==> config.mk <==
export PLATFORM = sky130hd
export DESIGN_NAME = psc_first_order
export DESIGN_NICKNAME = d
export VERILOG_FILES = /design/src/hdl/psc_pkg.sv /design/src/hdl/psc_first_order.sv
export SDC_FILE = /design/constraint.sdc
export NUM_CORES = 2
export LEC_CHECK = 0
export BUFFER_PORTS_ARGS = -buffer_cell sky130_fd_sc_hd__clkbuf_2
export CAP_MARGIN = 40
export CORE_MARGIN = 2
export CORE_UTILIZATION = 45
export DETAILED_ROUTE_END_ITERATION = 6
export GPL_TIMING_DRIVEN = 0
export MAX_ROUTING_LAYER = met4
export PLACE_DENSITY = 0.57
export SLEW_MARGIN = 5
export SYNTH_ARGS = -nofsm -noshare
export SYNTH_HDL_FRONTEND = slang
export SYNTH_SLANG_ARGS = --single-unit
==> constraint.sdc <==
create_clock -name clk_i -period 8.1 [get_ports clk_i]
set_input_delay 1.215 -clock clk_i [delete_from_list [all_inputs] [get_ports clk_i]]
set_output_delay 1.215 -clock clk_i [all_outputs]
set_load 0.01 [all_outputs]
==> src/hdl/psc_pkg.sv <==
// Shared types and constants for the pressure sensor compensation pipeline
package psc_pkg;

  // APB register map: register index is paddr[4:2]
  localparam int unsigned AddrW = 5;
  localparam logic [2:0] REG_C1 = 3'd0;
  localparam logic [2:0] REG_C2 = 3'd1;
  localparam logic [2:0] REG_C3 = 3'd2;
  localparam logic [2:0] REG_C4 = 3'd3;
  localparam logic [2:0] REG_C5 = 3'd4;
  localparam logic [2:0] REG_C6 = 3'd5;

  // correction band codes
  localparam logic [1:0] BAND_NONE  = 2'd0;
  localparam logic [1:0] BAND_COLD  = 2'd1;
  localparam logic [1:0] BAND_FROST = 2'd2;

  // register stages from accepted start to result strobe
  localparam int unsigned PipeLatency = 11;

  // internal widths
  localparam int unsigned DtW   = 25;
  localparam int unsigned TempW = 20;
  localparam int unsigned T2W   = 18;
  localparam int unsigned OffW  = 40;
  localparam int unsigned SensW = 39;
  localparam int unsigned ToutW = 19;
  localparam int unsigned PresW = 27;

  // temperature thresholds (first-order TEMP, 0.01 degC)
  localparam logic signed [TempW-1:0] TempRef   = 20'sd2000;
  localparam logic signed [TempW-1:0] TempFrost = -20'sd1500;

  // same thresholds at output width
  localparam logic signed [ToutW-1:0] ToutRef   = 19'sd2000;
  localparam logic signed [ToutW-1:0] ToutFrost = -19'sd1500;

  // saturation limits
  localparam logic signed [ToutW-1:0] ToutMax = 19'sd262143;
  localparam logic signed [ToutW-1:0] ToutMin = -19'sd262144;
  localparam logic signed [PresW-1:0] PresMax = 27'sd67108863;
  localparam logic signed [PresW-1:0] PresMin = -27'sd67108864;

  typedef struct packed {
    logic [15:0] c1;
    logic [15:0] c2;
    logic [15:0] c3;
    logic [15:0] c4;
    logic [15:0] c5;
    logic [15:0] c6;
  } coef_t;

  // first-order results
  typedef struct packed {
    logic [23:0]              d1;
    logic signed [TempW-1:0]  temp;
    logic [T2W-1:0]           t2;
    logic signed [OffW-1:0]   off;
    logic signed [SensW-1:0]  sens;
  } first_t;

  // second-order corrected results
  typedef struct packed {
    logic [23:0]              d1;
    logic signed [OffW-1:0]   off;
    logic signed [SensW-1:0]  sens;
    logic signed [ToutW-1:0]  tout;
    logic [1:0]               band;
  } second_t;

endpackage

==> src/hdl/psc_first_order.sv <==
// Stages 1..3: dT, coefficient products, first-order TEMP / OFF / SENS and T2
module psc_first_order (
  input  logic            clk_i,
  input  logic            rst_ni,
  input  logic            valid_i,
  input  logic [23:0]     d1_i,
  input  logic [23:0]     d2_i,
  input  psc_pkg::coef_t  coef_i,
  output logic            valid_o,
  output psc_pkg::first_t data_o
);

  logic [2:0] valid_q;

  // stage 1
  logic signed [psc_pkg::DtW-1:0] dt_d, dt_q;
  logic [23:0]                    d1_s1_q;

  // stage 2
  logic signed [41:0] p6_d, p6_q, p4_d, p4_q, p3_d, p3_q;
  logic signed [49:0] pdd_d, pdd_q;
  logic [23:0]        d1_s2_q;

  // stage 3
  logic signed [41:0] p6_adj, p4_adj, p3_adj, q6, q4, q3;
  psc_pkg::first_t    res_d, res_q;

  // valid bits
  always_ff @(posedge clk_i or negedge rst_ni) begin
    if (!rst_ni) begin
      valid_q <= '0;
    end else begin
      valid_q <= {valid_q[1:0], valid_i};
    end
  end

  // stage 1: dT = D2 - C5*2^8
  assign dt_d = $signed({1'b0, d2_i}) - $signed({1'b0, coef_i.c5, 8'h00});

  always_ff @(posedge clk_i) begin
    dt_q    <= dt_d;
    d1_s1_q <= d1_i;
  end

  // stage 2: products of dT
  assign p6_d  = dt_q * $signed({1'b0, coef_i.c6});
  assign p4_d  = dt_q * $signed({1'b0, coef_i.c4});
  assign p3_d  = dt_q * $signed({1'b0, coef_i.c3});
  assign pdd_d = dt_q * dt_q;

  always_ff @(posedge clk_i) begin
    p6_q    <= p6_d;
    p4_q    <= p4_d;
    p3_q    <= p3_d;
    pdd_q   <= pdd_d;
    d1_s2_q <= d1_s1_q;
  end

  // stage 3: shifts that truncate toward zero, then offsets
  always_comb begin
    p6_adj = p6_q + (p6_q[41] ? 42'sd8388607 : 42'sd0);
    p4_adj = p4_q + (p4_q[41] ? 42'sd63 : 42'sd0);
    p3_adj = p3_q + (p3_q[41] ? 42'sd127 : 42'sd0);
    q6     = p6_adj >>> 23;
    q4     = p4_adj >>> 6;
    q3     = p3_adj >>> 7;

    res_d.d1   = d1_s2_q;
    res_d.temp = q6[psc_pkg::TempW-1:0] + psc_pkg::TempRef;
    res_d.off  = $signed({7'b0, coef_i.c2, 17'b0}) + q4[psc_pkg::OffW-1:0];
    res_d.sens = $signed({7'b0, coef_i.c1, 16'b0}) + q3[psc_pkg::SensW-1:0];
    // dT^2 is never negative, so the shift is already toward zero
    res_d.t2   = pdd_q[48:31];
  end

  always_ff @(posedge clk_i) begin
    res_q <= res_d;
  end

  assign valid_o = valid_q[2];
  assign data_o  = res_q;

endmodule

## After elaboration in Yosys (flattened, before gate mapping)

Cells that the tools add are included.
Widths: inputs -> output; s select.

- Register bits after elaboration: 392
- Input port bits: 147
- Logic and storage cells: 27
- Output and inout port bits: 142

- Muxes and demuxes: 3
- Multipliers: 4
- $add $sub $neg: 7

Operators by type and width:

| operator | count |
|---|---|
| $mul 25x17->42 | 3 |
| $mul 25x25->49 | 1 |
| $add 42x24->42 | 1 |
| $add 42x7->42 | 1 |
| $add 42x8->42 | 1 |
| $add 34x36->37 | 1 |
| $add 33x35->36 | 1 |
| $sub 24x24->25 | 1 |
| $mux 23 | 1 |
| $add 19x12->20 const B | 1 |
| $mux 7 | 1 |
| $mux 6 | 1 |

## Longest topological paths before layout

- Depth after elaboration: 3
- Mapped depth: 28
- Depth with buffers taken out: 26

## Least setup slack after synthesis

Ideal clock, no wire load.

- Kind: input to register
- Start: input port coef_i[40] in the netlist's numbering
- End: register p4_q[40]
- Arrival: 7.075 ns
- Stages: 24
- Required time: 7.966 ns
- Slack: 0.890 ns
- Buffers on the path: 2
- Cells stage by stage: clkbuf_1 > clkbuf_1 > nand2_1 > fa_1 > inv_1 > fa_1 > inv_1 > fa_1 > inv_1 > fa_1 > inv_1 > fa_1 > inv_1 > fa_1 > ha_1 > nand4_1 > or2_0 > nor2_1 > a21boi_1 > nor3_1 > o41a_2 > a2111oi_2 > or4_1 > o2111ai_1

- Cells in the longest elaborated chain, start to end: 1

RTL lines:

| item | RTL line | source |
|---|---|---|
| start, declared | psc_first_order.sv:8 | `input psc_pkg::coef_t coef_i,` |
| $mul 25x17->42 | psc_first_order.sv:47 | `assign p4_d = dt_q * $signed({1'b0, coef_i.c4});` |
| net p4_d[40] | psc_first_order.sv:20 | `logic signed [41:0] p6_d, p6_q, p4_d, p4_q, p3_d, p3_q;` |
| end signal, assigned | psc_first_order.sv:53 | `p4_q <= p4_d;` |
| end, declared | psc_first_order.sv:20 |  |

The timed path passes the listed nets, and every way through them passes these cells.

## Worst setup path in the final report

- Start: input port coef_i[56] in the netlist's numbering
- End: register p3_q[40]

- Cells in the longest elaborated chain, start to end: 1

RTL lines:

| item | RTL line | source |
|---|---|---|
| $mul 25x17->42 | psc_first_order.sv:48 | `assign p3_d = dt_q * $signed({1'b0, coef_i.c3});` |
| net p3_d[40] | psc_first_order.sv:20 |  |
| end signal, assigned | psc_first_order.sv:54 | `p3_q <= p3_d;` |
| end, declared | psc_first_order.sv:20 |  |

The timed path passes the listed nets, and every way through them passes these cells.

==> flow_summary.ini <==
[placement]
hpwl_um = 217000
place_congestion = 1.03
pre_cts_ws_ps = -1680
numPortBuffers = 276

[routing]
vias = 55000
first_iter_violations = 3878
viasPerCell = 5.15
drtAntennaViolNets = 0
wl_per_cell_um = 23.2
dr.pass1.iters = 6
drcViolationCount = 0
wl_um = 248000

[timing]
hold_viol = 0
period_needed_ps = 7910
finalSetupViolations = 0
slew_viol_final = 0
relSlewSlack = 0.316
fin_worst_skew_ps = 70.5
min_period_over_period = 0.977
setup_slack_ps = 188
setup_tns_ps = 0
rsz0062_at_grt = no
clock.fmax_mhz = 126
tightest_slew_ps = 1030

[worst_setup_path]
cp-end-kind = register
r2r_cells = 26
startpoint_type = primary input
crit_chain = clkbuf_2, clkbuf_1, nand2_1, fa_1, fa_1, inv_1, fa_1, inv_1, fa_1, fa_1, inv_1, fa_1, ha_1, a21oi_1, o21bai_1, a2111oi_2, o21ai_1, a2111oi_2, o21ai_1, o221ai_2, nor4_1, a311o_1
crit_type = in2reg
crit_arrival_ps = 8500
critPathMostFrequentCell = fa_1
ff2ff_setup_slack_ps = 250
cp-endpoint = p3_q[40]
cp.required_ps = 8690
max_stage_delay_ps = 640
r2r-start = dt_q[11]
r2r_end = pdd_q[48]
crit_start = coef_i[56]
path_max_fanout = 10
cp_slowest_cell = clkbuf_1

[die]
start_util = 0.452
die_w_um = 410
die-area_um2 = 168000
row_count = 149
fp.coreArea_um2 = 164000
io_pins = 289
die_y_um = 410

[synthesis]
syn_inst = 7957
synth_edf_count = 0
synth_seq_cells = 355
synth_top_area_frac = 0.478
synth_largest_area_cell = fa_1
syn_nets = 10400
synthTopCellsByArea = fa_1 (48%), inv_1 (10%), dfxtp_1 (9.5%)
synthDistinctLibCells = 79
synthesis.area_um2 = 74300
synth_top_flop_cell = dfxtp_1
synth-async-reset-ratio = 0.00845
syn_avg_cell_area_um2 = 9.34
ys_warn_count = 0
seq_area_frac_synth = 0.0958

[finish]
ff_latch_area_um2 = 7150
final.fill_count = 15800
fin_nets = 10900
drive_above_1_share = 0.0747
multi_input_area_um2 = 58300
syn2layout_area_growth_pct = 10.7
postLayoutCoreUtil = 0.500

[global_routing]
grt-ovfl-total = 0
antenna_found_initial = 34
grt_use_met3 = 0.0643
grt_max_degree = 23
grt_pass1_vias = 59100
met1_usage = 0.404
grt_usage = 0.313
busiest_layer = met2
grt_pass1_wl_um = 376000
met2_usage = 0.478

[clock_network]
cts.clk_slew.worst_paths_ps = 60
cts_tree = built
insertion_delay_ps = 720
ctsHoldBuffers = 0
numCtsBuffers = 42
htree_num_levels = 2
clockBufferDepth = 3
cts_sinks = 355
root_buffer = clkbuf_16

[run]
drv_cap = 0

[outcome]
status = finished, final reports clean

[worst_hold_path]
hold_class = reg2reg
==> cell families (layout without fill, tap and decap cells) <==
logic type / Yosys count / count (layout) / synth area share
buf+inv: 2391 / 2883 / 0.121
fa+ha+maj: 2310 / 2310 / 0.568
simple gates: 2085 / 2085 / 0.135
compound gates: 536 / 536 / 0.0471
flops: 355 / 355 / 0.0958
xor+xnor: 279 / 279 / 0.0329
mux: 1 / 1 / 0.000135
other cells: 0 / 28 / 0
==> layer usage <==
layer | vias up | routed length [um]
li1 | 24100 | -
met1 | 28000 | 100000
met3 | 536 | 22700
met2 | 2258 | 111000
met4 | 0 | 13500
met5 | - | 0
==> layout make-up <==
| type | count | share of cell area |
|---|---|---|
| Multi-Input combinational cell | 5211 | 0.709 |
| Inverter | 2069 | 0.0945 |
| Sequential cell | 355 | 0.0869 |
| Timing Repair Buffer | 431 | 0.0418 |
| Tap cell | 2189 | 0.0333 |
| Buffer | 307 | 0.0164 |
| Clock buffer | 55 | 0.0142 |
| Clock inverter | 21 | 0.00321 |
| Antenna cell | 28 | 0.000852 |
==> cells in the mapped netlist (4+ instances only) <==
| library cell | n |
|---|---|
| o21ai_1 | 4 |
| xnor2_1 | 196 |
| or3_1 | 17 |
| o21a_1 | 31 |
| nand2b_1 | 28 |
| o21ai_0 | 101 |
| o311ai_0 | 4 |
| and3_1 | 23 |
| a211oi_1 | 28 |
| a211o_1 | 9 |
| a21oi_1 | 166 |
| o211ai_1 | 9 |
| a31o_2 | 4 |
| fa_1 | 1773 |
| o41ai_1 | 8 |
| and2_1 | 613 |
| nor3_1 | 43 |
| ha_1 | 537 |
| o31ai_1 | 14 |
| nand3b_1 | 5 |
| nand3_1 | 57 |
| dfxtp_1 | 352 |
| xor2_1 | 83 |
| a31oi_1 | 15 |
| nand4_1 | 26 |
| and4_1 | 7 |
| a21boi_0 | 9 |
| or4_1 | 4 |
| a21o_1 | 61 |
| nor2b_1 | 40 |
| nor3b_1 | 7 |
| clkbuf_1 | 312 |
| o21bai_1 | 18 |
| o31a_1 | 6 |
| a221oi_1 | 7 |
| buf_4 | 6 |
| nor2_1 | 169 |
| nand2_1 | 1015 |
| inv_1 | 2068 |
| or2_2 | 10 |
| nor4_1 | 12 |
==> cells in the final DEF, fill, tap and decap left out, types with 165 or more instances in the layout <==
| cell | synthesis | layout |
|---|---|---|
| nor2_1 | 169 | 169 |
| xnor2_1 | 196 | 196 |
| and2_1 | 613 | 613 |
| clkbuf_2 | 2 | 323 |
| dfxtp_1 | 352 | 339 |
| fa_1 | 1773 | 1771 |
| ha_1 | 537 | 537 |
| nand2_1 | 1015 | 1015 |
| a21oi_1 | 166 | 165 |
| inv_1 | 2068 | 2067 |
| clkbuf_1 | 312 | 234 |
==> flip-flops by register name (all words and copies together) (netlist names) <==
name and count:
d1_s1_q 24, d1_s2_q 24, data_o 135, dt_q 25
p3_q 42, p4_q 42, p6_q 42, pdd_q 18
valid_q 3
==> critical path: cells and delay by family <==
| kind | cells | cell delay [ps] |
|---|---|---|
| AOI/OAI and AO/OA | 8 | 2230 |
| buffers and inverters | 5 | 1190 |
| adders and majority gates | 7 | 3520 |
| and+or+nand+nor | 2 | 350 |
==> through the flow <==
stage	std cells	instance area, um2	hold WS [ps]
final	10700	82200	325
after global routing	10700	82200	323
after global placement	10400	78400	310
after floorplan	7957	74300	310
after CTS	10600	82000	288
after detailed placement	10600	80400	312
==> worst min path at each step <==
stage           startpoint  depth (start not counted)     endpoint
6_report        d1_s2_q[8]                          0  data_o[125]
5_1_grt             rst_ni                          1   valid_q[2]
4_1_cts             rst_ni                          1   valid_q[2]
3_5_place_dp     pdd_q[35]                          0   data_o[83]
3_3_place_gp   d1_s1_q[18]                          0  d1_s2_q[18]
2_1_floorplan   d1_s1_q[0]                          0   d1_s2_q[0]
==> what timing repair did <==
item,4_1_cts,5_1_grt
resized for setup,77,104
setup buffers,1,6
pin swaps,2,2
setup endpoints to repair,33,25
Power is not shown: default switching activity piles up to over one toggle a cycle in this logic, so the estimate is an artifact.
