==> src/hdl/psc_pkg.sv <==
// Shared types and constants for the pressure sensor compensation pipeline
package psc_pkg;

  // APB register map: register index is paddr[4:2]
  localparam int unsigned AddrW = 5;
  localparam logic [2:0] REG_C1 = 3'd0;
  localparam logic [2:0] REG_C2 = 3'd1;
  localparam logic [2:0] REG_C3 = 3'd2;
  localparam logic [2:0] REG_C4 = 3'd3;
  localparam logic [2:0] REG_C5 = 3'd4;
  localparam logic [2:0] REG_C6 = 3'd5;

  // correction band codes
  localparam logic [1:0] BAND_NONE  = 2'd0;
  localparam logic [1:0] BAND_COLD  = 2'd1;
  localparam logic [1:0] BAND_FROST = 2'd2;

  // register stages from accepted start to result strobe
  localparam int unsigned PipeLatency = 11;

  // internal widths
  localparam int unsigned DtW   = 25;
  localparam int unsigned TempW = 20;
  localparam int unsigned T2W   = 18;
  localparam int unsigned OffW  = 40;
  localparam int unsigned SensW = 39;
  localparam int unsigned ToutW = 19;
  localparam int unsigned PresW = 27;

  // temperature thresholds (first-order TEMP, 0.01 degC)
  localparam logic signed [TempW-1:0] TempRef   = 20'sd2000;
  localparam logic signed [TempW-1:0] TempFrost = -20'sd1500;

  // same thresholds at output width
  localparam logic signed [ToutW-1:0] ToutRef   = 19'sd2000;
  localparam logic signed [ToutW-1:0] ToutFrost = -19'sd1500;

  // saturation limits
  localparam logic signed [ToutW-1:0] ToutMax = 19'sd262143;
  localparam logic signed [ToutW-1:0] ToutMin = -19'sd262144;
  localparam logic signed [PresW-1:0] PresMax = 27'sd67108863;
  localparam logic signed [PresW-1:0] PresMin = -27'sd67108864;

  typedef struct packed {
    logic [15:0] c1;
    logic [15:0] c2;
    logic [15:0] c3;
    logic [15:0] c4;
    logic [15:0] c5;
    logic [15:0] c6;
  } coef_t;

  // first-order results
  typedef struct packed {
    logic [23:0]              d1;
    logic signed [TempW-1:0]  temp;
    logic [T2W-1:0]           t2;
    logic signed [OffW-1:0]   off;
    logic signed [SensW-1:0]  sens;
  } first_t;

  // second-order corrected results
  typedef struct packed {
    logic [23:0]              d1;
    logic signed [OffW-1:0]   off;
    logic signed [SensW-1:0]  sens;
    logic signed [ToutW-1:0]  tout;
    logic [1:0]               band;
  } second_t;

endpackage

==> src/hdl/psc_pressure.sv <==
// Stages 7..11: D1*SENS in two partial products, scaling, offset, saturation
module psc_pressure (
  input  logic                             clk_i,
  input  logic                             rst_ni,
  input  logic                             valid_i,
  input  psc_pkg::second_t                 data_i,
  output logic                             valid_o,
  output logic signed [psc_pkg::ToutW-1:0] tout_o,
  output logic signed [psc_pkg::PresW-1:0] pres_o,
  output logic [1:0]                       band_o
);

  logic [4:0] valid_q;

  // side band carried along
  logic signed [psc_pkg::OffW-1:0]  off_q  [3];
  logic signed [psc_pkg::ToutW-1:0] tout_q [5];
  logic [1:0]                       band_q [5];

  // stage 7
  logic [43:0]        p_lo_d, p_lo_q;
  logic signed [43:0] p_hi_d, p_hi_q;

  // stage 8..11
  logic signed [62:0] prod_d, prod_q, prod_adj, q1_full;
  logic signed [41:0] q1_q;
  logic signed [42:0] diff_d, diff_q, diff_adj, q2;
  logic signed [psc_pkg::PresW-1:0] pres_d, pres_q;

  always_ff @(posedge clk_i or negedge rst_ni) begin
    if (!rst_ni) begin
      valid_q <= '0;
    end else begin
      valid_q <= {valid_q[3:0], valid_i};
    end
  end

  // side band shift line
  always_ff @(posedge clk_i) begin
    off_q[0]  <= data_i.off;
    tout_q[0] <= data_i.tout;
    band_q[0] <= data_i.band;
    for (int i = 1; i < 5; i++) begin
      tout_q[i] <= tout_q[i-1];
      band_q[i] <= band_q[i-1];
    end
    for (int i = 1; i < 3; i++) begin
      off_q[i] <= off_q[i-1];
    end
  end

  // stage 7: D1 times low and high halves of SENS
  assign p_lo_d = {20'b0, data_i.d1} * {24'b0, data_i.sens[19:0]};
  assign p_hi_d = $signed({1'b0, data_i.d1}) * $signed(data_i.sens[38:20]);

  always_ff @(posedge clk_i) begin
    p_lo_q <= p_lo_d;
    p_hi_q <= p_hi_d;
  end

  // stage 8: recombine partial products
  assign prod_d = $signed({p_hi_q[42:0], 20'b0}) + $signed({19'b0, p_lo_q});

  always_ff @(posedge clk_i) begin
    prod_q <= prod_d;
  end

  // stage 9: /2^21 toward zero
  assign prod_adj = prod_q + (prod_q[62] ? 63'sd2097151 : 63'sd0);
  assign q1_full  = prod_adj >>> 21;

  always_ff @(posedge clk_i) begin
    q1_q <= q1_full[41:0];
  end

  // stage 10: subtract offset
  assign diff_d = $signed({q1_q[41], q1_q}) - $signed({{3{off_q[2][39]}}, off_q[2]});

  always_ff @(posedge clk_i) begin
    diff_q <= diff_d;
  end

  // stage 11: /2^15 toward zero and saturate
  assign diff_adj = diff_q + (diff_q[42] ? 43'sd32767 : 43'sd0);
  assign q2       = diff_adj >>> 15;

  always_comb begin
    if (q2 > 43'sd67108863) begin
      pres_d = psc_pkg::PresMax;
    end else if (q2 < -43'sd67108864) begin
      pres_d = psc_pkg::PresMin;
    end else begin
      pres_d = q2[psc_pkg::PresW-1:0];
    end
  end

  always_ff @(posedge clk_i) begin
    pres_q <= pres_d;
  end

  assign valid_o = valid_q[4];
  assign pres_o  = pres_q;
  assign tout_o  = tout_q[4];
  assign band_o  = band_q[4];

endmodule

==> config.mk <==
export PLATFORM = sky130hd
export DESIGN_NAME = psc_pressure
export DESIGN_NICKNAME = d
export VERILOG_FILES = /design/src/hdl/psc_pkg.sv /design/src/hdl/psc_pressure.sv
export SDC_FILE = /design/constraint.sdc
export NUM_CORES = 2
export LEC_CHECK = 0
export BUFFER_PORTS_ARGS = -buffer_cell sky130_fd_sc_hd__buf_2
export CAP_MARGIN = 20
export CORE_UTILIZATION = 27
export CTS_CLUSTER_DIAMETER = 50
export DETAILED_ROUTE_END_ITERATION = 10
export PLACE_DENSITY = 0.41
export RECOVER_POWER = 100
export SKIP_LAST_GASP = 1
export SYNTH_ARGS = -nofsm -noshare
export SYNTH_HDL_FRONTEND = slang
export SYNTH_SLANG_ARGS = --single-unit
export TNS_END_PERCENT = 30
==> constraint.sdc <==
create_clock -name clk_i -period 4 [get_ports clk_i]
set_input_delay 0.2 -clock clk_i [delete_from_list [all_inputs] [get_ports clk_i]]
set_output_delay 0.2 -clock clk_i [all_outputs]
set_load 0.01 [all_outputs]
## Word level (Yosys, flattened, before mapping)

Memories as Yosys holds them, arrays and structs flattened.
Index checks and enable logic that the tools add are counted.

| word-level totals | value |
|---|---|
| register bits after elaboration | 267 |
| bits in latches | 0 |
| memory bits (writable) | 225 |
| ROM bits | 0 |
| bits of input ports | 127 |
| output and inout bits | 49 |
| word-level logic and storage cells | 21 |
| memories kept | 3 |

Memory list:

| name | depth | width | rd ports | clocked after Yosys merged registers in | wr ports | RTL line | RTL |
|---|---|---|---|---|---|---|---|
| off_q | 3 | 40 | 3 | 0 | 3 | psc_pressure.sv:16 | `logic signed [psc_pkg::OffW-1:0] off_q [3];` |
| tout_q | 5 | 19 | 5 | 0 | 5 | psc_pressure.sv:17 | `logic signed [psc_pkg::ToutW-1:0] tout_q [5];` |
| band_q | 5 | 2 | 5 | 0 | 5 | psc_pressure.sv:18 | `logic [1:0] band_q [5];` |

| operators by class | value |
|---|---|
| add/subtract/negate cells | 4 |
| multipliers | 2 |
| divide/modulo/power cells | 0 |
| order comparisons | 2 |
| equality and inequality tests | 0 |
| shift-type cells | 0 |
| mux-type cells | 3 |
| bitwise operators | 0 |
| reductions and logical operators | 0 |

Operator list:

| operator | count |
|---|---|
| 63-bit by 22-bit adder with 63-bit output | 1 |
| 63-bit by 45-bit adder with 63-bit output | 1 |
| 24-bit by 20-bit multiplier with 44-bit output | 1 |
| 43-bit by 16-bit adder with 43-bit output | 1 |
| 25-bit by 19-bit multiplier with 43-bit output | 1 |
| 42-bit by 40-bit subtractor with 43-bit output | 1 |
| 28-bit by 27-bit greater-than comparator with 1-bit output (second input constant) | 1 |
| 28-bit by 27-bit < comparator with 1-bit output (second input constant) | 1 |
| 27-bit 2-to-1 mux | 1 |
| 21-bit 2-to-1 mux | 1 |
| 15-bit 2-to-1 mux | 1 |

## Depth between registers and ports, before layout

| logic depth | value |
|---|---|
| depth in word-level cells | 4 |
| depth in mapped cells | 27 |
| gate-level depth less buffers | 25 |

## Least setup slack after synthesis

Ideal clock, no wire load.

| path | value |
|---|---|
| path type | input -> register |
| start point | in data_i[118] (netlist bit) |
| end point | reg p_lo_q[43] |
| library setup time | 0.072 ns |
| data arrival time | 6.390 ns |
| required time | 3.928 ns |
| setup slack | -2.461 ns |
| stages on the path | 25 |
| path buffers | 2 |
| cell sequence | clkbuf_1 -> clkbuf_1 -> nand2_1 -> fa_1 -> inv_1 -> fa_1 -> inv_1 -> fa_1 -> inv_1 -> fa_1 -> fa_1 -> fa_1 -> inv_1 -> fa_1 -> inv_1 -> ha_1 -> and3_1 -> and2_1 -> a211oi_1 -> o21ai_0 -> a211o_1 -> a21oi_1 -> o21ai_0 -> a311oi_1 -> a2bb2oi_1 |

| on the way | value |
|---|---|
| cells in the longest elaborated chain, start to end | 1 |

RTL lines:

| element | RTL line | RTL |
|---|---|---|
| start: declaration | psc_pressure.sv:6 | `input psc_pkg::second_t data_i,` |
| 24-bit by 20-bit multiplier with 44-bit output | psc_pressure.sv:53 | `assign p_lo_d = {20'b0, data_i.d1} * {24'b0, data_i.sens[19:0]};` |
| net p_lo_d[43] | psc_pressure.sv:21 | `logic [43:0] p_lo_d, p_lo_q;` |
| end signal: assignment | psc_pressure.sv:57 | `p_lo_q <= p_lo_d;` |
| end: declaration | psc_pressure.sv:21 |  |

The timed path passes the listed nets, and every way through them passes these cells.
A chain may end at the register's enable or synchronous reset.

## Worst setup path after layout

| path | value |
|---|---|
| start point | in data_i[105] (netlist bit) |
| end point | reg p_lo_q[43] |

The elaborated chain is that of the path after synthesis.

==> flow_summary_export.csv <==
group,metric,value,unit
hold_path,holdPathStages,2,
clock_network,worstSkewPairLatency,630,ps
logic_synthesis,synth-seq-area-share,21.0,%
timing,relSlewSlack,31.3,%
drt,drtIter0Drc,1234,
setup_path,critPathLaunchType,"primary input",
timing,fin_worst_skew,30.2,ps
run_status,status,"finished with violations",
logic_synthesis,netlist_area,47000,µm²
setup_path,crit_arrival,6390,ps
clock_network,cts_max_path_buffers,3,
die,core_area,172000,µm²
final_layout,stdcell_count,7892,
place,place_inst,7654,
clock_network,cts_tree,"yes",
timing,fmax,0.171,GHz
timing,drv_slew,0,
global_routing,grt_usage,15.2,%
logic_synthesis,synth_cell_type_count,89,
die,dieArea,176000,µm²
timing,fin_crit_sh,146,%
global_routing,antenna_found_initial,13,
setup_path,worst-setup-path-type,"in2reg",
die,fp-row-count,152,
setup_path,r2r_start,"off_q[0][81]",
drt,vias_per_cell,4.23,
global_routing,overflow,0,
clock_network,cts_buffers,68,
global_routing,grt_max_degree,26,
place,gp_congestion,0.834,
drt,dr.pass1.iters,5,
final_layout,mostFrequentLayoutCell,"inv_1",
die,die_x,419,µm
setup_path,cp.required,4550,ps
die,initial_utilization,27.3,%
timing,layout_min_cycle_time,5830,ps
die,fp.dieH,419,µm
hold_path,min_path_type,"in2reg",
final_layout,drive_above_1_share,18.3,%
timing,rsz0062_at_grt,"yes",
global_routing,grt_pass1_vias,36433,
clock_network,clk_pin_slew,60,ps
setup_path,r2r_cells,11,
timing,hold_viol_final,0,
final_layout,syn2layout_area_growth,25.5,%
final_layout,finalNetCount,6835,
logic_synthesis,synth_edf_count,0,
hold_path,worstHoldStart,"data_i[80]",
setup_path,end_kind,"flip-flop",
clock_network,cts_root_buf,"clkbuf_16",
drt,vias,33378,
setup_path,r2r_slack,220,ps
hold_path,hold_path_end,"off_q[0][20]",
timing,finalWorstSetupSlack,-1830,ps
final_layout,fin_util,34.2,%
logic_synthesis,synthCells,4882,
logic_synthesis,avgSynthCellArea,9.63,µm²
final_layout,nFillCells,17840,
setup_path,path_max_fanout,5,
place,hpwl,110,mm
logic_synthesis,yosys_warnings,0,
flow_run,cap_violations,0,
die,io_pins,176,
logic_synthesis,synth-main-ff-cell,"dfxtp_1",
global_routing,grt_pass1_wl,207,mm
logic_synthesis,synthArstFlopShare,1.02,%
final_layout,final_cell_mix,"843 x inv_1, 741 x fa_1, 566 x nand2_1",
clock_network,htree_levels,3,
drt,wl_per_cell,16.5,µm
drt,routed_wl,130,mm
setup_path,worst_setup_path_startpoint,"data_i[105]",
drt,drc,0,
timing,tightest_slew,1030,ps
setup_path,reg2reg_to,"diff_q[39]",
logic_synthesis,syn-num-nets,6196,
clock_network,cts.sinks,492,
drt,ant_nets,0,
place,numPortBuffers,175,
timing,setup-violations-final,75,
run_status,violations,"setup timing",
logic_synthesis,ys_seq_elements,492,
what timing repair did:
item                       CTS  global route
pin swaps                  102           126
hold endpoints to repair    68             0
setup endpoints to repair   75            76
gates cloned                 2             2
hold buffers                65             0
gates resized for setup    149           138
setup buffers               26            26
per-stage QoR:
stage	setup slack (ps)	TNS (ps)	hold WS, ps	cell area (µm²)
after CTS	-1870	-96230	145	58400
after detailed placement	-2820	-159240	16.6	54500
final	-1830	-98540	204	59000
after floorplan	-2130	-99160	-95.6	47700
after global placement	-2730	-157150	12.6	54500
after global routing	-2010	-115730	176	59000
routing by layer:
metal | share of wire, % | up-vias | track usage (%)
met5 | 0.048 | - | 0
met2 | 46 | 465 | 25.1
met1 | 49 | 16481 | 21.0
met3 | 3.2 | 128 | 1.58
met4 | 1.9 | 10 | 3.96
li1 | - | 16294 | -
flip-flops by register name, summed over array words and instances, names as in the netlist:
name	count
off_q	120
pres_o	27
prod_q	63
q1_q	42
band_q	10
diff_q	43
p_lo_q	44
p_hi_q	43
valid_q	5
tout_q	95
cells in the mapped netlist, types with 30 or more instances:
master	count	area (µm²)
a21o_1	96	721
a21oi_1	155	776
clkbuf_1	185	694
xnor2_1	152	1330
nand4_1	30	188
inv_1	867	3250
nand2_1	574	2150
nor2b_1	36	225
xor2_1	60	526
fa_1	767	15400
and2_1	472	2950
dfxtp_1	487	9750
o21ai_0	61	305
ha_1	420	5260
nor2_1	96	360
and3_1	36	225
nand3_1	61	305
worst max-delay path by stage:
stage	to	slack, ps	cells past startpoint
5_1_grt	p_lo_q[43]	-2010	25
4_1_cts	p_lo_q[43]	-1870	23
3_5_place_dp	p_lo_q[40]	-2820	22
6_report	p_lo_q[43]	-1830	22
3_3_place_gp	p_lo_q[38]	-2730	26
2_1_floorplan	p_lo_q[24]	-2130	25
layout make-up:
cell class | count | area, µm² | share of cell area [%]
Antenna cell | 8 | 20.0 | 0.0340
Clock buffer | 86 | 1890 | 3.21
Clock inverter | 37 | 465 | 0.789
Inverter | 867 | 3250 | 5.52
Multi-Input combinational cell | 3298 | 34100 | 57.8
Sequential cell | 492 | 9870 | 16.7
Tap cell | 2310 | 2890 | 4.90
Timing Repair Buffer | 794 | 6490 | 11.0
kinds of logic (layout without fill, tap and decap cells):
logic type | after synthesis | in the layout | share of synthesized area (%)
adders and majority gates | 1187 | 1187 | 43.9
muxes | 4 | 4 | 0.122
and+or+nand+nor | 1410 | 1410 | 15.2
xor gates and xnor gates | 212 | 212 | 3.95
DFF | 492 | 492 | 21.0
other | 0 | 8 | 0
AOI/OAI and AO/OA | 485 | 485 | 6.89
buffers and inverters | 1092 | 1784 | 8.94
critical path: stages:
cell       delay (ps)
buf_8             100
buf_12            130
buf_12            140
buf_4             160
and2_1            150
fa_1              570
fa_1              440
fa_1              520
fa_2              450
fa_2              540
fa_1              420
fa_1              540
ha_4              210
and3_4            180
and2_4            160
a211oi_4          270
o21ai_2           100
a211o_1           340
a21oi_2           210
o21ai_2           110
a311oi_2          220
a2bb2oi_1         170
Power is not shown: default switching activity piles up to over one toggle a cycle in this logic, so the estimate is an artifact.
