## src/hdl/psc_pkg.sv

```systemverilog
// Shared types and constants for the pressure sensor compensation pipeline
package psc_pkg;

  // APB register map: register index is paddr[4:2]
  localparam int unsigned AddrW = 5;
  localparam logic [2:0] REG_C1 = 3'd0;
  localparam logic [2:0] REG_C2 = 3'd1;
  localparam logic [2:0] REG_C3 = 3'd2;
  localparam logic [2:0] REG_C4 = 3'd3;
  localparam logic [2:0] REG_C5 = 3'd4;
  localparam logic [2:0] REG_C6 = 3'd5;

  // correction band codes
  localparam logic [1:0] BAND_NONE  = 2'd0;
  localparam logic [1:0] BAND_COLD  = 2'd1;
  localparam logic [1:0] BAND_FROST = 2'd2;

  // register stages from accepted start to result strobe
  localparam int unsigned PipeLatency = 11;

  // internal widths
  localparam int unsigned DtW   = 25;
  localparam int unsigned TempW = 20;
  localparam int unsigned T2W   = 18;
  localparam int unsigned OffW  = 40;
  localparam int unsigned SensW = 39;
  localparam int unsigned ToutW = 19;
  localparam int unsigned PresW = 27;

  // temperature thresholds (first-order TEMP, 0.01 degC)
  localparam logic signed [TempW-1:0] TempRef   = 20'sd2000;
  localparam logic signed [TempW-1:0] TempFrost = -20'sd1500;

  // same thresholds at output width
  localparam logic signed [ToutW-1:0] ToutRef   = 19'sd2000;
  localparam logic signed [ToutW-1:0] ToutFrost = -19'sd1500;

  // saturation limits
  localparam logic signed [ToutW-1:0] ToutMax = 19'sd262143;
  localparam logic signed [ToutW-1:0] ToutMin = -19'sd262144;
  localparam logic signed [PresW-1:0] PresMax = 27'sd67108863;
  localparam logic signed [PresW-1:0] PresMin = -27'sd67108864;

  typedef struct packed {
    logic [15:0] c1;
    logic [15:0] c2;
    logic [15:0] c3;
    logic [15:0] c4;
    logic [15:0] c5;
    logic [15:0] c6;
  } coef_t;

  // first-order results
  typedef struct packed {
    logic [23:0]              d1;
    logic signed [TempW-1:0]  temp;
    logic [T2W-1:0]           t2;
    logic signed [OffW-1:0]   off;
    logic signed [SensW-1:0]  sens;
  } first_t;

  // second-order corrected results
  typedef struct packed {
    logic [23:0]              d1;
    logic signed [OffW-1:0]   off;
    logic signed [SensW-1:0]  sens;
    logic signed [ToutW-1:0]  tout;
    logic [1:0]               band;
  } second_t;

endpackage

```

## src/hdl/psc_second_order.sv

```systemverilog
// Stages 4..6: band select, second-order OFF2 / SENS2 / T2 and corrected terms
module psc_second_order (
  input  logic             clk_i,
  input  logic             rst_ni,
  input  logic             valid_i,
  input  psc_pkg::first_t  data_i,
  output logic             valid_o,
  output psc_pkg::second_t data_o
);

  logic [2:0] valid_q;

  // stage 4
  logic signed [psc_pkg::TempW-1:0] a, b;
  logic signed [39:0]               aa_full, bb_full;
  logic [34:0]                      aa_q, bb_q;
  logic [1:0]                       band_d, band_s4_q;
  logic [psc_pkg::T2W-1:0]          t2_cold;
  logic signed [20:0]               tout_d, tout_q;
  logic [23:0]                      d1_s4_q;
  logic signed [psc_pkg::OffW-1:0]  off_s4_q;
  logic signed [psc_pkg::SensW-1:0] sens_s4_q;

  // stage 5
  logic [40:0]                      aa61;
  logic [38:0]                      bb15;
  logic [38:0]                      off2_d, off2_q;
  logic [37:0]                      sens2_d, sens2_q;
  logic signed [psc_pkg::ToutW-1:0] toutc_d, toutc_q;
  logic [1:0]                       band_s5_q;
  logic [23:0]                      d1_s5_q;
  logic signed [psc_pkg::OffW-1:0]  off_s5_q;
  logic signed [psc_pkg::SensW-1:0] sens_s5_q;

  // stage 6
  psc_pkg::second_t res_d, res_q;

  always_ff @(posedge clk_i or negedge rst_ni) begin
    if (!rst_ni) begin
      valid_q <= '0;
    end else begin
      valid_q <= {valid_q[1:0], valid_i};
    end
  end

  // stage 4: distances from the band limits, their squares, TEMP - T2
  assign a       = data_i.temp - psc_pkg::TempRef;
  assign b       = data_i.temp - psc_pkg::TempFrost;
  assign aa_full = a * a;
  assign bb_full = b * b;
  // T2 only applies below 20 degC
  assign t2_cold = (data_i.temp < psc_pkg::TempRef) ? data_i.t2 : '0;
  assign tout_d  = $signed({data_i.temp[psc_pkg::TempW-1], data_i.temp})
                 - $signed({3'b0, t2_cold});

  always_comb begin
    if (data_i.temp < psc_pkg::TempFrost) begin
      band_d = psc_pkg::BAND_FROST;
    end else if (data_i.temp < psc_pkg::TempRef) begin
      band_d = psc_pkg::BAND_COLD;
    end else begin
      band_d = psc_pkg::BAND_NONE;
    end
  end

  always_ff @(posedge clk_i) begin
    aa_q      <= aa_full[34:0];
    bb_q      <= bb_full[34:0];
    band_s4_q <= band_d;
    tout_q    <= tout_d;
    d1_s4_q   <= data_i.d1;
    off_s4_q  <= data_i.off;
    sens_s4_q <= data_i.sens;
  end

  // stage 5: OFF2 and SENS2, temperature saturation
  assign aa61 = {6'b0, aa_q} * 41'd61;
  assign bb15 = {4'b0, bb_q} * 39'd15;

  always_comb begin
    off2_d  = '0;
    sens2_d = '0;
    case (band_s4_q)
      psc_pkg::BAND_COLD: begin
        off2_d  = {2'b0, aa61[40:4]};
        sens2_d = {2'b0, aa_q, 1'b0};
      end
      psc_pkg::BAND_FROST: begin
        off2_d  = {2'b0, aa61[40:4]} + bb15;
        sens2_d = {2'b0, aa_q, 1'b0} + {bb_q, 3'b0};
      end
      default: ;
    endcase

    if (tout_q > 21'sd262143) begin
      toutc_d = psc_pkg::ToutMax;
    end else if (tout_q < -21'sd262144) begin
      toutc_d = psc_pkg::ToutMin;
    end else begin
      toutc_d = tout_q[psc_pkg::ToutW-1:0];
    end
  end

  always_ff @(posedge clk_i) begin
    off2_q    <= off2_d;
    sens2_q   <= sens2_d;
    toutc_q   <= toutc_d;
    band_s5_q <= band_s4_q;
    d1_s5_q   <= d1_s4_q;
    off_s5_q  <= off_s4_q;
    sens_s5_q <= sens_s4_q;
  end

  // stage 6: apply corrections
  always_comb begin
    res_d.d1   = d1_s5_q;
    res_d.off  = off_s5_q - $signed({1'b0, off2_q});
    res_d.sens = sens_s5_q - $signed({1'b0, sens2_q});
    res_d.tout = toutc_q;
    res_d.band = band_s5_q;
  end

  always_ff @(posedge clk_i) begin
    res_q <= res_d;
  end

  assign valid_o = valid_q[2];
  assign data_o  = res_q;

endmodule

```

## config.mk

```make
export PLATFORM = sky130hd
export DESIGN_NAME = psc_second_order
export DESIGN_NICKNAME = d
export VERILOG_FILES = /design/src/hdl/psc_pkg.sv /design/src/hdl/psc_second_order.sv
export SDC_FILE = /design/constraint.sdc
export NUM_CORES = 2
export LEC_CHECK = 0
export BUFFER_PORTS_ARGS = -buffer_cell sky130_fd_sc_hd__buf_2
export CORE_MARGIN = 8
export CORE_UTILIZATION = 60
export DETAILED_ROUTE_END_ITERATION = 12
export PLACE_DENSITY = 0.8
export SLEW_MARGIN = 10
export SYNTH_ARGS = -nofsm -noshare
export SYNTH_HDL_FRONTEND = slang
export SYNTH_SLANG_ARGS = --single-unit
```

## constraint.sdc

```tcl
create_clock -name clk_i -period 12.15 [get_ports clk_i]
set_input_delay 1.215 -clock clk_i [delete_from_list [all_inputs] [get_ports clk_i]]
set_output_delay 1.215 -clock clk_i [all_outputs]
set_load 0.005 [all_outputs]
```

* After elaboration in Yosys (flattened, before gate mapping)
Index checks and enable logic that the tools add are counted. Widths: inputs -> output; s select.
Storage, ports and cells: flip-flop bits (word level) 524, bits in latches 0, RAM bits 0, ROM bits 0, output and inout port bits 125, word-level logic and storage cells 42, memories 0
Cells by class: $add $sub $neg 7, multiply operators 4, div/mod/pow operators 0, $lt $le $gt $ge 4, equality and inequality tests 2, shift-type cells 0, multiplexer cells 5, bitwise logic cells 0, reductions and logical operators 0
Operators with widths (number):
- $pmux 39 s2 | 1
- $pmux 38 s2 | 1
- $mul 20x20->35 | 2
- $mul 35x6->41 const B | 1
- $lt 20x12->1 const B | 2
- $sub 20x12->20 const B | 2
- $sub 40x40->40 | 1
- $add 37x39->39 | 1
- $mul 35x4->39 const B | 1
- $sub 39x39->39 | 1
- $add 36x38->38 | 1
- $gt 21x19->1 const B | 1
- $lt 21x19->1 const B | 1
- $sub 20x19->21 | 1
- $mux 19 | 1
- $mux 18 | 1
- $eq 2x1->1 const B | 1
- $eq 2x2->1 const B | 1
- $mux 1 | 1

* Depth between registers and ports, before layout
depth after elaboration 3, depth in mapped cells 39, depth with buffers taken out 36

* Least setup slack after synthesis
No wires, ideal clock.
path kind in2reg, start point in data_i[99] in the netlist's numbering, end point reg bb_q[34], library setup time 0.072 ns, arrival time 9.671 ns, data required time 12.078 ns, setup slack 2.407 ns, stages on the path 36, path through clkbuf_1 > inv_1 > buf_1 > ha_1 > inv_1 > a21o_1 > nor3_1 > inv_1 > o21ai_1 > xor2_1 > inv_1 > clkbuf_1 > nor2_1 > fa_1 > fa_1 > inv_1 > fa_1 > inv_1 > fa_1 > inv_1 > fa_1 > fa_1 > inv_1 > fa_1 > ha_1 > or4_4 > a2111oi_4 > o21a_1 > nor3_1 > nand3_2 > a211oi_1 > a2111o_1 > a21o_1 > a21o_1 > a21oi_2 > xnor2_1
On the way: word-level cells in the longest chain between the ends 2
Ends and longest elaborated chain:
- from (decl) | RTL line psc_second_order.sv:6 | input psc_pkg::first_t data_i,
- $sub 20x12->20 | RTL line psc_second_order.sv:48 | assign b = data_i.temp - psc_pkg::TempFrost;
- $mul 20x20->35 | RTL line psc_second_order.sv:50 | assign bb_full = b * b;
- via bb_full[34] | RTL line psc_second_order.sv:15 | logic signed [39:0] aa_full, bb_full;
- to (signal assigned) | RTL line psc_second_order.sv:68 | bb_q <= bb_full[34:0];
- to (decl) | RTL line psc_second_order.sv:16 | logic [34:0] aa_q, bb_q;
The timed path passes the listed nets, and every way through them passes these cells. A chain may end at the register's enable or synchronous reset.

* Worst setup path after layout
start point in data_i[101] in the netlist's numbering, end point reg bb_q[34]
The elaborated chain is that of the path after synthesis.

==> impl_metrics.tcl <==
set metrics [dict create \
    io_pins 269 \
    post-synth-top-area-cell "fa_1" \
    slowest_stage "xor2_1" \
    cp_slowest_stage_delay_ps 690 \
    postCtsHoldBufs 0 \
    synthSimpleGateAreaFrac_pct 8.74 \
    reg2reg_to "off2_q[36]$_DFF_P_" \
    clk_root_buffer_cell "clkbuf_16" \
    crit_required_ps 12630 \
    setup.reg_to_reg.worst_slack_ps 4290 \
    synth.mux.area_fraction_pct 0.0221 \
    dr_total_vias 36500 \
    clkSinkCount 519 \
    dp_worst_setup_slack_ps 1140 \
    clock_latency_ps 640 \
    postSynthRegisterBits 519 \
    instance_area_after_placement_um2 53700 \
    synthTopCellsByArea "fa_1, dfxtp_1, ha_1, inv_1, xnor2_1" \
    cts_made_buffers 53 \
    dp_hpwl_um 102000 \
    avgRoutedWirePerCell_um 18.1 \
    post_synth_xor_area_fraction_pct 5.39 \
    width_of_the_die_um 307 \
    drv.max_cap_violation_count 0 \
    finalSetupTns_ps 0 \
    synthesis.area_um2 51000 \
    slew_violations 0 \
    ys_dominant_reg_cell "dfxtp_1" \
    post-place-cells 6676 \
    yosysWarningCount 0 \
    report.final.hold_viol_count 0 \
    worstRegToRegCells 30 \
    cts.reportedPaths.clkPinSlew_ps 60 \
    yosysTopAreaCellShare_pct 34.7 \
    postRouteWirelength_um 122000 \
    synthCells 5316 \
    path_common_cell "fa_1" \
    endpoint "bb_q[34]$_DFF_P_" \
    floorplan.rows 107 \
    fin_area_um2 55500 \
    cts-root-to-sink-buffers 3 \
    synth_seq_area_share_pct 20.4 \
    drt_first_iter_violations 2563 \
    crit_arrival_ps 10890 \
    timing.critical_path.fanout_max 19 \
    number_of_resized_instances_in_the_post_cts_repair_step 0 \
    synth_enable_flop_cells 0 \
    drt_drc_violations_left 0 \
    synth-compound-area-share_pct 9.42 \
    post_route_cells_drive_above_1_share_pct 7.50 \
    startpoint_type "primary input" \
    globalRoute.totalOverflow 0 \
    worst_pin_slew_ps 1180 \
    port_buffers 268 \
    core_footprint_um2 84700 \
    grt_setup_unrepaired "false" \
    finalSetupViolCount 0 \
    final_cycle_share_pct 85.7 \
    grt_max_degree 56 \
    initial_utilization_pct 60.2 \
    hold_class "register to register" \
    finalNonFillerCells 6770 \
    antenna_left 0 \
    gp_congestion 0.952 \
    clock_tree.htree_level_count 2 \
    timing.max_slew.rel_slack_pct 21.2 \
    antenna_violations_before_repair 1 \
    timing.setup.critical_path_class "primary input to register" \
    post_cts_repair_setup_buffers 0 \
    flow.area_growth_from_synthesis_pct 8.78 \
    worst_setup_path_end_kind "register" \
    final.setup.worst_slack_ps 1740 \
    main_combinational_cell_family_by_area_after_synthesis "adder cells" \
    worstReg2RegStart "bb_q[2]$_DFF_P_" \
    die_h_um 307 \
    grt_first_pass_wirelength_um 199000 \
    die_area_um2 94600 \
    final_period_minus_worst_setup_slack_ps 10410 \
    cp-startpoint "data_i[101]" \
    first_global_vias 39100 \
    postSynthAreaPerCell_um2 9.59 \
    insertedDiodeCount 0 \
    run_status "completed" \
    cts_tree "built" \
    clock-skew-final_ps 28.5 \
    timing.fmax_ghz 0.0960 \
    detail_route.vias_per_cell 5.39 \
    post_synth_fa_ha_maj_area_fraction_pct 45.8 \
    synth.distinct_cells 87 \
    drt_first_pass_iters 7 \
    track_usage_pct 26.2 \
    finalNetCount 7065 \
    ys_async_sr_fraction_pct 0.578 \
]
## cells in the mapped netlist, types with 12 or more instances
cell type / count
a21oi_1: 208
o31ai_1: 15
a211oi_1: 22
and2_1: 15
xnor2_1: 214
nor3_1: 60
a21o_1: 97
inv_1: 1291
o21ai_1: 13
dfxtp_1: 516
o22ai_1: 25
nor2_1: 392
nand2b_1: 55
o21ai_0: 145
fa_1: 884
nand3_1: 46
xor2_1: 98
a31oi_1: 19
clkbuf_1: 83
ha_1: 450
and3_1: 14
or3_1: 19
nand4_1: 12
nor2b_1: 27
a211o_1: 13
o21bai_1: 34
nand2_1: 332
o21a_1: 51
## layout by cell type, fill, tap and decap left out, types with 9 or more instances in the layout
master,count
inv_1,1291
fa_1,884
dfxtp_1,516
ha_1,450
nor2_1,391
nand2_1,332
buf_2,268
xnor2_1,213
a21oi_1,208
o21ai_0,145
xor2_1,97
a21o_1,97
nor3_1,60
nand2b_1,54
clkbuf_16,53
o21a_1,51
nand3_1,46
buf_4,39
o21bai_1,34
nor2b_1,27
o22ai_1,25
a211oi_1,22
or3_1,19
a31oi_1,19
and2_1,15
o31ai_1,15
and3_1,14
clkbuf_1,14
a211o_1,13
o21ai_1,13
nand4_1,12
a22o_1,11
o211ai_1,10
clkbuf_8,9
## cell families (layout without fill, tap and decap cells)
kind of cell               count (synthesis)  count (layout)
xor gates and xnor gates                 313             313
DFF                                      519             519
AOI/OAI and AO/OA                        742             742
muxes                                      1               1
and+or+nand+nor                         1015            1015
other                                      2               4
buffers and inverters                   1390            1698
adders and majority gates               1334            1334
## per-stage QoR
stage          util, %  hold WS [ps]
2_1_floorplan        -           310
3_3_place_gp      63.4           310
3_5_place_dp      63.4           312
4_1_cts           65.4           324
5_1_grt           65.4           328
6_report          65.4           324
## worst max-delay path, delay by kind of cell
kind                     cells  cell delay [ps]
adder cells (fa/ha/maj)      9             4020
AO/OA/AOI/OAI                9             1910
buffers and inverters        6             1590
AND/OR/NAND/NOR              5             1360
XOR/XNOR                     2              760
## routing by layer
metal  GRT usage (%)  vias to the layer above  wire length (um)
met5               0                        -                 0
met4            9.17                        0              4770
met3            4.78                      311              9720
met2            44.4                     1417             58100
met1            33.7                    17900             49700
li1                -                    16900                 -
## flip-flops by register name (all words and copies together) (netlist names)
name,flops
aa_q,32
band_s4_q,2
band_s5_q,2
bb_q,34
d1_s4_q,24
d1_s5_q,24
data_o,124
off2_q,39
off_s4_q,40
off_s5_q,40
sens2_q,37
sens_s4_q,39
sens_s5_q,39
tout_q,21
toutc_q,19
valid_q,3
## worst min path at each step
stage                                from                    end  cells after the start
global placement      d1_s4_q[23]$_DFF_P_    d1_s5_q[23]$_DFF_P_                      0
detailed placement     d1_s4_q[0]$_DFF_P_     d1_s5_q[0]$_DFF_P_                      0
CTS                  off_s4_q[15]$_DFF_P_   off_s5_q[15]$_DFF_P_                      0
floorplan              d1_s4_q[0]$_DFF_P_     d1_s5_q[0]$_DFF_P_                      0
finish              sens_s4_q[12]$_DFF_P_  sens_s5_q[12]$_DFF_P_                      0
global route        sens_s4_q[12]$_DFF_P_  sens_s5_q[12]$_DFF_P_                      0
## layout make-up
class | count | area, um^2
Clock inverter | 18 | 228
Fill cell | 6612 | 29300
Inverter | 1297 | 4870
Tap cell | 1144 | 1430
Sequential cell | 519 | 10400
Timing Repair Buffer | 307 | 1630
Multi-Input combinational cell | 3409 | 35400
Clock buffer | 76 | 1500
Power is not shown: default switching activity piles up to over one toggle a cycle in this logic, so the estimate is an artifact.
